`src/design/hrm_pkg.sv`:
```
package hrm_pkg;

    // Operation codes carried by the op field of an input beat.
    localparam logic [1:0] OP_CLEAR  = 2'd0;
    localparam logic [1:0] OP_APPEND = 2'd1;
    localparam logic [1:0] OP_QUERY  = 2'd2;

    // Configuration register indexes.
    localparam logic [1:0] CFG_MAX_DIST     = 2'd0;
    localparam logic [1:0] CFG_SCALE_SECOND = 2'd1;
    localparam logic [1:0] CFG_SCALE_BEST   = 2'd2;

    // Configuration reset values.
    localparam logic [7:0] MAX_DIST_RST     = 8'd80;
    localparam logic [7:0] SCALE_SECOND_RST = 8'd17;
    localparam logic [7:0] SCALE_BEST_RST   = 8'd20;

    // Fixed field widths of the ports.
    localparam int OP_W       = 2;
    localparam int WORD_W     = 64;
    localparam int IN_WORDS   = 4;
    localparam int CFG_IDX_W  = 2;
    localparam int CFG_W      = 8;
    localparam int IDX_OUT_W  = 10;
    localparam int DIST_OUT_W = 9;
    localparam int CNT_OUT_W  = 11;

    // Commands from the controller to the datapath.
    typedef struct packed {
        logic accept;      // input beat taken this cycle
        logic scan_issue;  // read the next stored entry
        logic mul;         // form the ratio-test products
        logic out_load;    // load the result register
    } t_dp_cmd;

    // Status from the datapath to the controller.
    typedef struct packed {
        logic store_empty;
        logic scan_last;
        logic pipe_idle;
        logic out_free;
    } t_dp_status;

    // Population count of one 64-bit word, folded as a short adder tree.
    function automatic logic [6:0] pop64(input logic [63:0] x);
        logic [63:0] a;
        logic [63:0] b;
        logic [63:0] c;
        logic [6:0]  p0, p1, p2, p3;
        a  = x - ((x >> 1) & 64'h5555_5555_5555_5555);
        b  = (a & 64'h3333_3333_3333_3333) + ((a >> 2) & 64'h3333_3333_3333_3333);
        c  = (b + (b >> 4)) & 64'h0F0F_0F0F_0F0F_0F0F;
        p0 = 7'(c[7:0])   + 7'(c[15:8]);
        p1 = 7'(c[23:16]) + 7'(c[31:24]);
        p2 = 7'(c[39:32]) + 7'(c[47:40]);
        p3 = 7'(c[55:48]) + 7'(c[63:56]);
        return (p0 + p1) + (p2 + p3);
    endfunction

endpackage

```
`src/design/hrm_ctrl.sv`:
```
module hrm_ctrl (
    input  logic                      i_clk,
    input  logic                      i_rst_n,
    input  logic                      i_in_valid,
    input  logic [hrm_pkg::OP_W-1:0]  i_op,
    output logic                      o_in_ready,
    input  hrm_pkg::t_dp_status       i_status,
    output hrm_pkg::t_dp_cmd          o_cmd
);
    import hrm_pkg::*;

    localparam logic [2:0] S_IDLE  = 3'd0;
    localparam logic [2:0] S_SCAN  = 3'd1;
    localparam logic [2:0] S_DRAIN = 3'd2;
    localparam logic [2:0] S_MUL   = 3'd3;
    localparam logic [2:0] S_DONE  = 3'd4;

    logic [2:0] r_state;
    logic [2:0] n_state;

    assign o_in_ready = (r_state == S_IDLE);

    // Next state and commands.
    always_comb begin
        n_state        = r_state;
        o_cmd          = '0;
        o_cmd.accept   = i_in_valid && (r_state == S_IDLE);
        unique case (r_state)
            S_IDLE: begin
                if (i_in_valid) begin
                    if (i_op == OP_QUERY) begin
                        n_state = i_status.store_empty ? S_MUL : S_SCAN;
                    end else begin
                        n_state = S_DONE;
                    end
                end
            end
            S_SCAN: begin
                o_cmd.scan_issue = 1'b1;
                if (i_status.scan_last) begin
                    n_state = S_DRAIN;
                end
            end
            S_DRAIN: begin
                if (i_status.pipe_idle) begin
                    n_state = S_MUL;
                end
            end
            S_MUL: begin
                o_cmd.mul = 1'b1;
                n_state   = S_DONE;
            end
            S_DONE: begin
                if (i_status.out_free) begin
                    o_cmd.out_load = 1'b1;
                    n_state        = S_IDLE;
                end
            end
            default: begin
                n_state = S_IDLE;
            end
        endcase
    end

    // State register.
    always_ff @(posedge i_clk) begin
        if (!i_rst_n) begin
            r_state <= S_IDLE;
        end else begin
            r_state <= n_state;
        end
    end

    // A new beat is only taken once the comparison pipeline has emptied.
    a_idle_pipe_empty: assert property (@(posedge i_clk) disable iff (!i_rst_n)
        (r_state == S_IDLE) |-> i_status.pipe_idle)
        else $error("controller idle while comparison pipeline busy");

    // A scan never runs over an empty set.
    a_scan_not_empty: assert property (@(posedge i_clk) disable iff (!i_rst_n)
        (r_state == S_SCAN) |-> !i_status.store_empty)
        else $error("scan started on an empty stored set");

endmodule

```
`config.mk`:
```
export PLATFORM = sky130hd
export DESIGN_NAME = hrm_ctrl
export DESIGN_NICKNAME = d
export VERILOG_FILES = /design/src/design/hrm_pkg.sv /design/src/design/hrm_ctrl.sv
export SDC_FILE = /design/constraint.sdc
export NUM_CORES = 1
export LEC_CHECK = 0
export BUFFER_PORTS_ARGS = -buffer_cell sky130_fd_sc_hd__buf_2
export CAP_MARGIN = 10
export CORE_AREA = 4 4 41 43
export CTS_CLUSTER_DIAMETER = 60
export CTS_CLUSTER_SIZE = 40
export DETAILED_ROUTE_END_ITERATION = 10
export DIE_AREA = 0 0 45 47
export HOLD_SLACK_MARGIN = 0.08
export SETUP_SLACK_MARGIN = 0.15
export SLEW_MARGIN = 20
export SYNTH_ARGS = -nofsm -noshare
export SYNTH_HDL_FRONTEND = slang
export SYNTH_SLANG_ARGS = --single-unit
```
`constraint.sdc`:
```
create_clock -name i_clk -period 1.3 [get_ports i_clk]
set_input_delay 0.26 -clock i_clk [delete_from_list [all_inputs] [get_ports i_clk]]
set_output_delay 0.26 -clock i_clk [all_outputs]
set_load 0.01 [all_outputs]
```
==> metrics.cfg, run 1 <==
[clock_network]
h-tree-depth=1
cts-buffers-inserted=3
clock_sinks=3
clk_pin_slew_ps=40
clk_path_buf_depth=2
cts_tree=done
cts_root_buf=clkbuf_4
insertion_delay_ps=230

[placement]
dpl_cell_area_um2=342
port_buffers=13
globalplace.congestion=0.686
dp.cells=57
dpl.hpwl_um=518

[setup_path]
reg2reg_slack_ps=-10
endpoint=o_cmd[3]
crit_chain=or2_4, nor2_4, and2_4, buf_6
end_kind=output port
critPathLaunch=r_state[0]
critPathTopFamily=simple AND/OR/NAND/NOR gates
arrival_ps=1120
start_kind=flip-flop
cp.buffers_inverters=1
worstReg2RegEnd=r_state[1]
reg2reg_from=r_state[1]
reg2reg_depth=5
worst-path-stages=4
critPathRequiredTime_ps=1040
slowest_stage=dfxtp_2
slowest_delay_ps=320
critPathKind=reg2out
worstPathMaxFanout=4

[floorplan]
dieArea_um2=2120
initial_utilization_pct=18.6
die_h_um=47
core_um2=1300
io_pins=14
rows=13
die_w_um=45

[cells_and_area]
fin_cells=65
num-nets-final=60
layout_common_cells=buf_2, buf_4, buf_6
drive_gt1_share_pct=68.0
fin_area_um2=455
top_register=r_state
fin_util_pct=35.0
final_common_cell=buf_2
syn_to_final_growth_pct=88.6
antenna_cells=0
largest_reg_flops=3
reg.largest.list=r_state: 3 flops

[grt]
grt_util_all_layers_pct=6.95
grt_first_pass_wirelength_um=1010
grt_overflow=0
grt_pass1_vias=291
antenna_found_initial=0
grt_max_degree=8

[power]
p_int_mw=0.331
power.switching_mw=0.138
power_density_nw_per_um2=1030
clockPowerShare_pct=34.3
power_leakage_nw=0.214
fin_total_pwr_mw=0.469
p_comb_share_pct=40.7
p_sw_share_pct=29.4
p_seq_share_pct=25.0
ir_drop_mv=0.310

[timing]
setup_violations=4
grt_setup_unrepaired=yes
final.setup_skew_ps=0.0897
min_period_ps=1380
setup_tns_ps=-198
slew_headroom_pct=79.3
fin_crit_sh_pct=106
tightestPinTransition_ps=310
fin_ws_ps=-82.6
hold_viol=0
fmax_mhz=723
drv_slew=0

[drt]
drt_iter0_markers=5
vias_per_cell=4.38
post_drt_wl_per_cell_um=11.0
drtAntennaViolNets=0
drc=0
wl_um=715
first_pass_iters=2
vias=285

[yosys]
synthAdderAreaFrac_pct=0
synth.avg_cell_area_um2=8.62
synth_compound_area_share_pct=17.6
syn_inst=28
syn-num-nets=37
synth.area.top_cells=dfxtp_1, nor4b_2, mux2i_1
yosys.area_share.xor_xnor_pct=0
synth_top_area_share_pct=24.9
yosys.area_share.simple_pct=39.9
synth_top_family_by_area=simple AND/OR/NAND/NOR gates
muxShareOfSynthArea_pct=8.29
ys_types=19
yosys_warnings=0
synth-seq-cells=3
synth_largest_area_cell=dfxtp_1
syn-cell-area_um2=241
ys_seq_area_share_pct=24.9

[min_path]
hold_depth=2
holdCritPathClass=in2reg

[status]
violations=setup timing
status=complete, but fails checks

[flow_run]
max-cap-violations=0

## power by group through the flow
stage	clock (mW)	combinational [mW]	sequential (mW)
6_report	0.161	0.191	0.117
5_1_grt	0.179	0.204	0.119
4_1_cts	0.172	0.164	0.115
3_5_place_dp	0	0.129	0.119
3_3_place_gp	0	0.127	0.120
2_1_floorplan	0	0.0916	0.114
## cell type report
type / instances / area, µm²
Fill cell: 143 / 846
Multi-Input combinational cell: 21 / 195
Timing Repair Buffer: 19 / 133
Sequential cell: 3 / 68.8
Clock buffer: 4 / 26.3
Tap cell: 15 / 18.8
Inverter: 3 / 13.8
## metal layers
metal | wire [µm] | global-route usage, %
met5 | 0 | 0
met4 | 0 | 6.43
met3 | 62 | 4.60
met2 | 405 | 11.9
met1 | 247 | 5.23
## cell usage after synthesis, drive strengths merged
library cell  number
inv                3
o21a               1
nand2              2
and2               1
buf                1
mux2i              2
and3               1
a2111oi            1
nor2               3
nand2b             1
nor4b              2
o31a               1
or2                1
nor3               1
dfxtp              3
and3b              1
a211oi             1
o2111ai            1
and4               1
## stage by stage
| step | setup WS [ps] | hold slack (ps) |
|---|---|---|
| 2_1_floorplan | 99.5 | 378 |
| 3_3_place_gp | 75.3 | 527 |
| 3_5_place_dp | 75.2 | 531 |
| 4_1_cts | -105 | 285 |
| 5_1_grt | -129 | 284 |
| 6_report | -82.6 | 294 |
## cell families (layout without fill, tap and decap cells)
group,Yosys count,count (layout)
flops,3,3
simple gates,14,14
mux,2,2
buf+inv,4,26
compound gates,5,5
## worst min path at each step
stage / start / end / slack, ps
6_report: i_rst_n / r_state[0] / 290
2_1_floorplan: i_rst_n / r_state[0] / 380
4_1_cts: i_rst_n / r_state[0] / 280
5_1_grt: i_rst_n / r_state[0] / 280
3_5_place_dp: i_rst_n / r_state[0] / 530
3_3_place_gp: i_rst_n / r_state[0] / 530
## repair_timing
item                                    in CTS  in global routing
endpoints found under the setup margin       6                  8
hold buffers                                 0                  0
pin swaps                                    3                  3
endpoints found under the hold margin        0                  0
setup buffers                                2                  2
resized for setup                            6                 10
No activity file was read; power rests on OpenSTA's default activity.
==> run 2, diff against run 1 <==
--- a/config.mk
+++ b/config.mk
@@ -6,14 +6,16 @@
 export NUM_CORES = 1
 export LEC_CHECK = 0
 export BUFFER_PORTS_ARGS = -buffer_cell sky130_fd_sc_hd__buf_2
-export CAP_MARGIN = 10
+export CAP_MARGIN = 20
 export CORE_AREA = 4 4 41 43
 export CTS_CLUSTER_DIAMETER = 60
 export CTS_CLUSTER_SIZE = 40
 export DETAILED_ROUTE_END_ITERATION = 10
 export DIE_AREA = 0 0 45 47
 export HOLD_SLACK_MARGIN = 0.08
+export PLACE_DENSITY_LB_ADDON = 0.3
 export SETUP_SLACK_MARGIN = 0.15
+export SKIP_CTS_REPAIR_TIMING = 1
 export SLEW_MARGIN = 20
 export SYNTH_ARGS = -nofsm -noshare
 export SYNTH_HDL_FRONTEND = slang
==> metrics.cfg, run 2 (synthesized netlist as in run 1, its figures left out) <==
[status]
status=complete, but fails checks
violations=setup timing

[setup_path]
start_kind=flip-flop
critPathRequiredTime_ps=1040
cp.buffers_inverters=1
arrival_ps=1140
slowest_stage=dfxtp_4
critPathTopFamily=simple AND/OR/NAND/NOR gates
critPathKind=reg2out
crit_chain=or2_4, nor2_4, and2_4, buf_6
slowest_delay_ps=340
end_kind=output port
worstPathMaxFanout=4

[floorplan]
initial_utilization_pct=18.6
io_pins=14
rows=13
die_h_um=47
core_um2=1300
die_w_um=45
dieArea_um2=2120

[power]
p_int_mw=0.312
p_seq_share_pct=26.0
clockPowerShare_pct=36.4
p_sw_share_pct=30.6
power.switching_mw=0.137
fin_total_pwr_mw=0.449
power_density_nw_per_um2=1060
p_comb_share_pct=37.6
power_leakage_nw=0.193
ir_drop_mv=0.351

[clock_network]
cts_tree=done
h-tree-depth=1
insertion_delay_ps=230
cts_root_buf=clkbuf_4
clk_path_buf_depth=2
cts-buffers-inserted=3
clock_sinks=3
clk_pin_slew_ps=40

[cells_and_area]
drive_gt1_share_pct=64.6
syn_to_final_growth_pct=76.2
layout_common_cells=buf_2, inv_1, clkbuf_4, buf_4
final_common_cell=buf_2
top_register=r_state
fin_util_pct=32.7
largest_reg_flops=3
antenna_cells=0
reg.largest.list=r_state: 3 flops
num-nets-final=58

[timing]
min_period_ps=1400
hold_viol=0
fin_crit_sh_pct=108
grt_setup_unrepaired=yes
setup_violations=4
fmax_mhz=712
drv_slew=0
slew_headroom_pct=78.2
final.setup_skew_ps=1.05
fin_ws_ps=-104
tightestPinTransition_ps=326

[drt]
drt_iter0_markers=2
vias_per_cell=4.56
drc=0
post_drt_wl_per_cell_um=11.6
drtAntennaViolNets=0
wl_um=733
vias=287
first_pass_iters=2

[grt]
grt_util_all_layers_pct=7.66
grt_overflow=0
antenna_found_initial=0
grt_pass1_vias=277
grt_first_pass_wirelength_um=1060
grt_max_degree=8

[min_path]
holdCritPathClass=in2reg

[placement]
dpl.hpwl_um=560
port_buffers=13
globalplace.congestion=0.792
pre_cts_ws_ps=92.1

[flow_run]
max-cap-violations=0

==> run 2: cell types whose count changed in the layout (fill, tap and decap cells not counted), sizes merged <==
cell / before / now
buf: 19 / 17
==> run 2: power by group through the flow <==
stage	Clock [mW]	Combinational (mW)	Sequential, mW
floorplan	0	0.0916	0.114
global placement	0	0.138	0.117
detailed placement	0	0.137	0.117
CTS	0.175	0.139	0.115
global route	0.189	0.182	0.118
finish	0.163	0.169	0.117
==> run 2: per-stage QoR <==
stage / hold WS, ps / cell area, µm² / setup TNS (ps) / instances
floorplan: 378 / 254 / 0 / 28
global placement: 527 / 349 / 0 / 58
detailed placement: 524 / 349 / 0 / 58
CTS: 274 / 375 / -495 / 62
global route: 279 / 425 / -501 / 63
finish: 282 / 425 / -215 / 63
==> run 2: layer usage <==
| layer | track usage (%) | wire length, µm | up-vias |
|---|---|---|---|
| li1 | - | - | 144 |
| met2 | 11.3 | 411 | 5 |
| met5 | 0 | 0 | - |
| met4 | 10.5 | 0 | 0 |
| met3 | 2.30 | 15 | 0 |
| met1 | 7.50 | 306 | 138 |
==> run 2: final cells by class <==
cell class                 instances  area, µm²
inverter                           3       11.3
tap                               15       18.8
sequential                         3       67.6
clock buffer                       4       26.3
timing repair buffer              17        105
multi-input combinational         21        196
fill                             150        876
==> run 2: worst register-to-register path: stages, from the launching register on <==
cell	delay, ps
dfxtp_4	340
buf_4	140
nor4b_2	350
a211oi_2	90
mux2i_1	130
==> run 2: final timing paths <==
kind,from,end,slack (ps),depth (start not counted)
hold reg to reg,r_state[1],r_state[1],630,3
setup reg to reg,r_state[1],r_state[1],130,4
setup / recovery,r_state[1],o_cmd[3],-100,4
hold / removal,i_rst_n,r_state[0],280,2
==> run 3, diff against run 2 <==
--- a/config.mk
+++ b/config.mk
@@ -8,7 +8,6 @@
 export BUFFER_PORTS_ARGS = -buffer_cell sky130_fd_sc_hd__buf_2
 export CAP_MARGIN = 20
 export CORE_AREA = 4 4 41 43
-export CTS_CLUSTER_DIAMETER = 60
 export CTS_CLUSTER_SIZE = 40
 export DETAILED_ROUTE_END_ITERATION = 10
 export DIE_AREA = 0 0 45 47
==> constraint.sdc (replaced) <==
create_clock -name i_clk -period 1.3 [get_ports i_clk]
set_input_delay 0 -clock i_clk [delete_from_list [all_inputs] [get_ports i_clk]]
set_output_delay 0 -clock i_clk [all_outputs]
set_load 0.01 [all_outputs]
==> metrics.cfg, run 3 (synthesized netlist as in run 1, its figures left out) <==
[clock_network]
cts_tree=done
clock_sinks=3
h-tree-depth=1
clk_pin_slew_ps=40
insertion_delay_ps=230
clk_path_buf_depth=2
cts-buffers-inserted=3
cts_root_buf=clkbuf_4

[min_path]
holdCritPathClass=in2reg
hold_depth=3
min-delay-start=i_status[2]
min_to=r_state[0]

[floorplan]
die_w_um=45
die_h_um=47
core_um2=1300
io_pins=14
dieArea_um2=2120
rows=13
initial_utilization_pct=18.6

[grt]
grt_overflow=0
grt_pass1_vias=253
grt_max_degree=8
grt_first_pass_wirelength_um=966
grt_util_all_layers_pct=6.40
antenna_found_initial=0

[timing]
slew_headroom_pct=78.3
final.setup_skew_ps=0.713
grt_setup_unrepaired=yes
fin_crit_sh_pct=89.6
min_period_ps=1160
setup_tns_ps=0
hold_viol=0
fmax_mhz=859
drv_slew=0
setup_violations=0
tightestPinTransition_ps=324

[setup_path]
reg2reg_slack_ps=210
worstReg2RegEnd=r_state[1]
critPathKind=reg2out
arrival_ps=1160
reg2reg_depth=3
end_kind=output port
reg2reg_from=r_state[2]
worstPathMaxFanout=7
start_kind=flip-flop
critPathRequiredTime_ps=1300

[placement]
dpl_cell_area_um2=314
dp.cells=55
globalplace.congestion=0.785
port_buffers=13
dpl.hpwl_um=509

[status]
status=finished, final reports clean

[drt]
wl_um=610
drt_iter0_markers=2
vias=268
first_pass_iters=2
post_drt_wl_per_cell_um=10.2
drc=0
drtAntennaViolNets=0
vias_per_cell=4.47

[cells_and_area]
drive_gt1_share_pct=53.3
fin_area_um2=372
top_register=r_state
syn_to_final_growth_pct=53.9
fill_cells=157
num-nets-final=55
fin_util_pct=28.6
multiInputGateArea_um2=174
reg.largest.list=r_state: 3 flops
final_common_cell=buf_2
largest_reg_flops=3
antenna_cells=0
seq_area_um2=66.3
fin_cells=60
layout_common_cells=buf_2, inv_1, clkbuf_4

[power]
ir_drop_mv=0.351
power_leakage_nw=0.167
power_density_nw_per_um2=1080

[flow_run]
max-cap-violations=0

run 3: worst max-delay path, cell delays in order (launching register included):
cell,delay [ps]
dfxtp_2,350
or2_4,280
nor2_4,80
and2_1,110
buf_2,120
run 3: per-stage QoR:
stage                     worst slack (ps)  power [mW]  hold slack [ps]
after floorplan                        230       0.188             90.8
after global placement                 159       0.224              270
after detailed placement               123       0.223              264
after CTS                             60.5       0.389             21.8
after global routing                  83.8       0.429              135
final                                  136       0.401              116
run 3: worst max-delay path by stage:
stage | startpoint | endpoint | slack (ps) | cells after the start
5_1_grt | r_state[1] | o_cmd[3] | 80 | 4
3_5_place_dp | r_state[1] | r_state[0] | 120 | 3
4_1_cts | r_state[0] | o_cmd[3] | 60 | 4
3_3_place_gp | r_state[2] | r_state[1] | 160 | 3
2_1_floorplan | r_state[1] | r_state[0] | 230 | 4
6_report | r_state[1] | o_cmd[3] | 140 | 4
run 3: per-layer routing:
metal	global-route usage, %	vias up	part of all wire, %
met5	0	-	0
met4	5.26	0	0
met3	1.15	0	4.8
met2	10.2	7	51
met1	7.50	124	44
li1	-	137	-
run 3: area by class of cell:
class	instances	share of cell area (%)
Multi-Input combinational cell	21	46.8
Sequential cell	3	17.8
Tap cell	15	5.05
Clock buffer	4	7.07
Timing Repair Buffer	14	20.2
Inverter	3	3.03
run 3: report_power, final:
group / total (mW) / internal (mW) / switching (mW)
clock: 0.160 / 0.115 / 0.0448
sequential: 0.123 / 0.103 / 0.0198
combinational: 0.118 / 0.0646 / 0.0536
total: 0.401 / 0.283 / 0.118
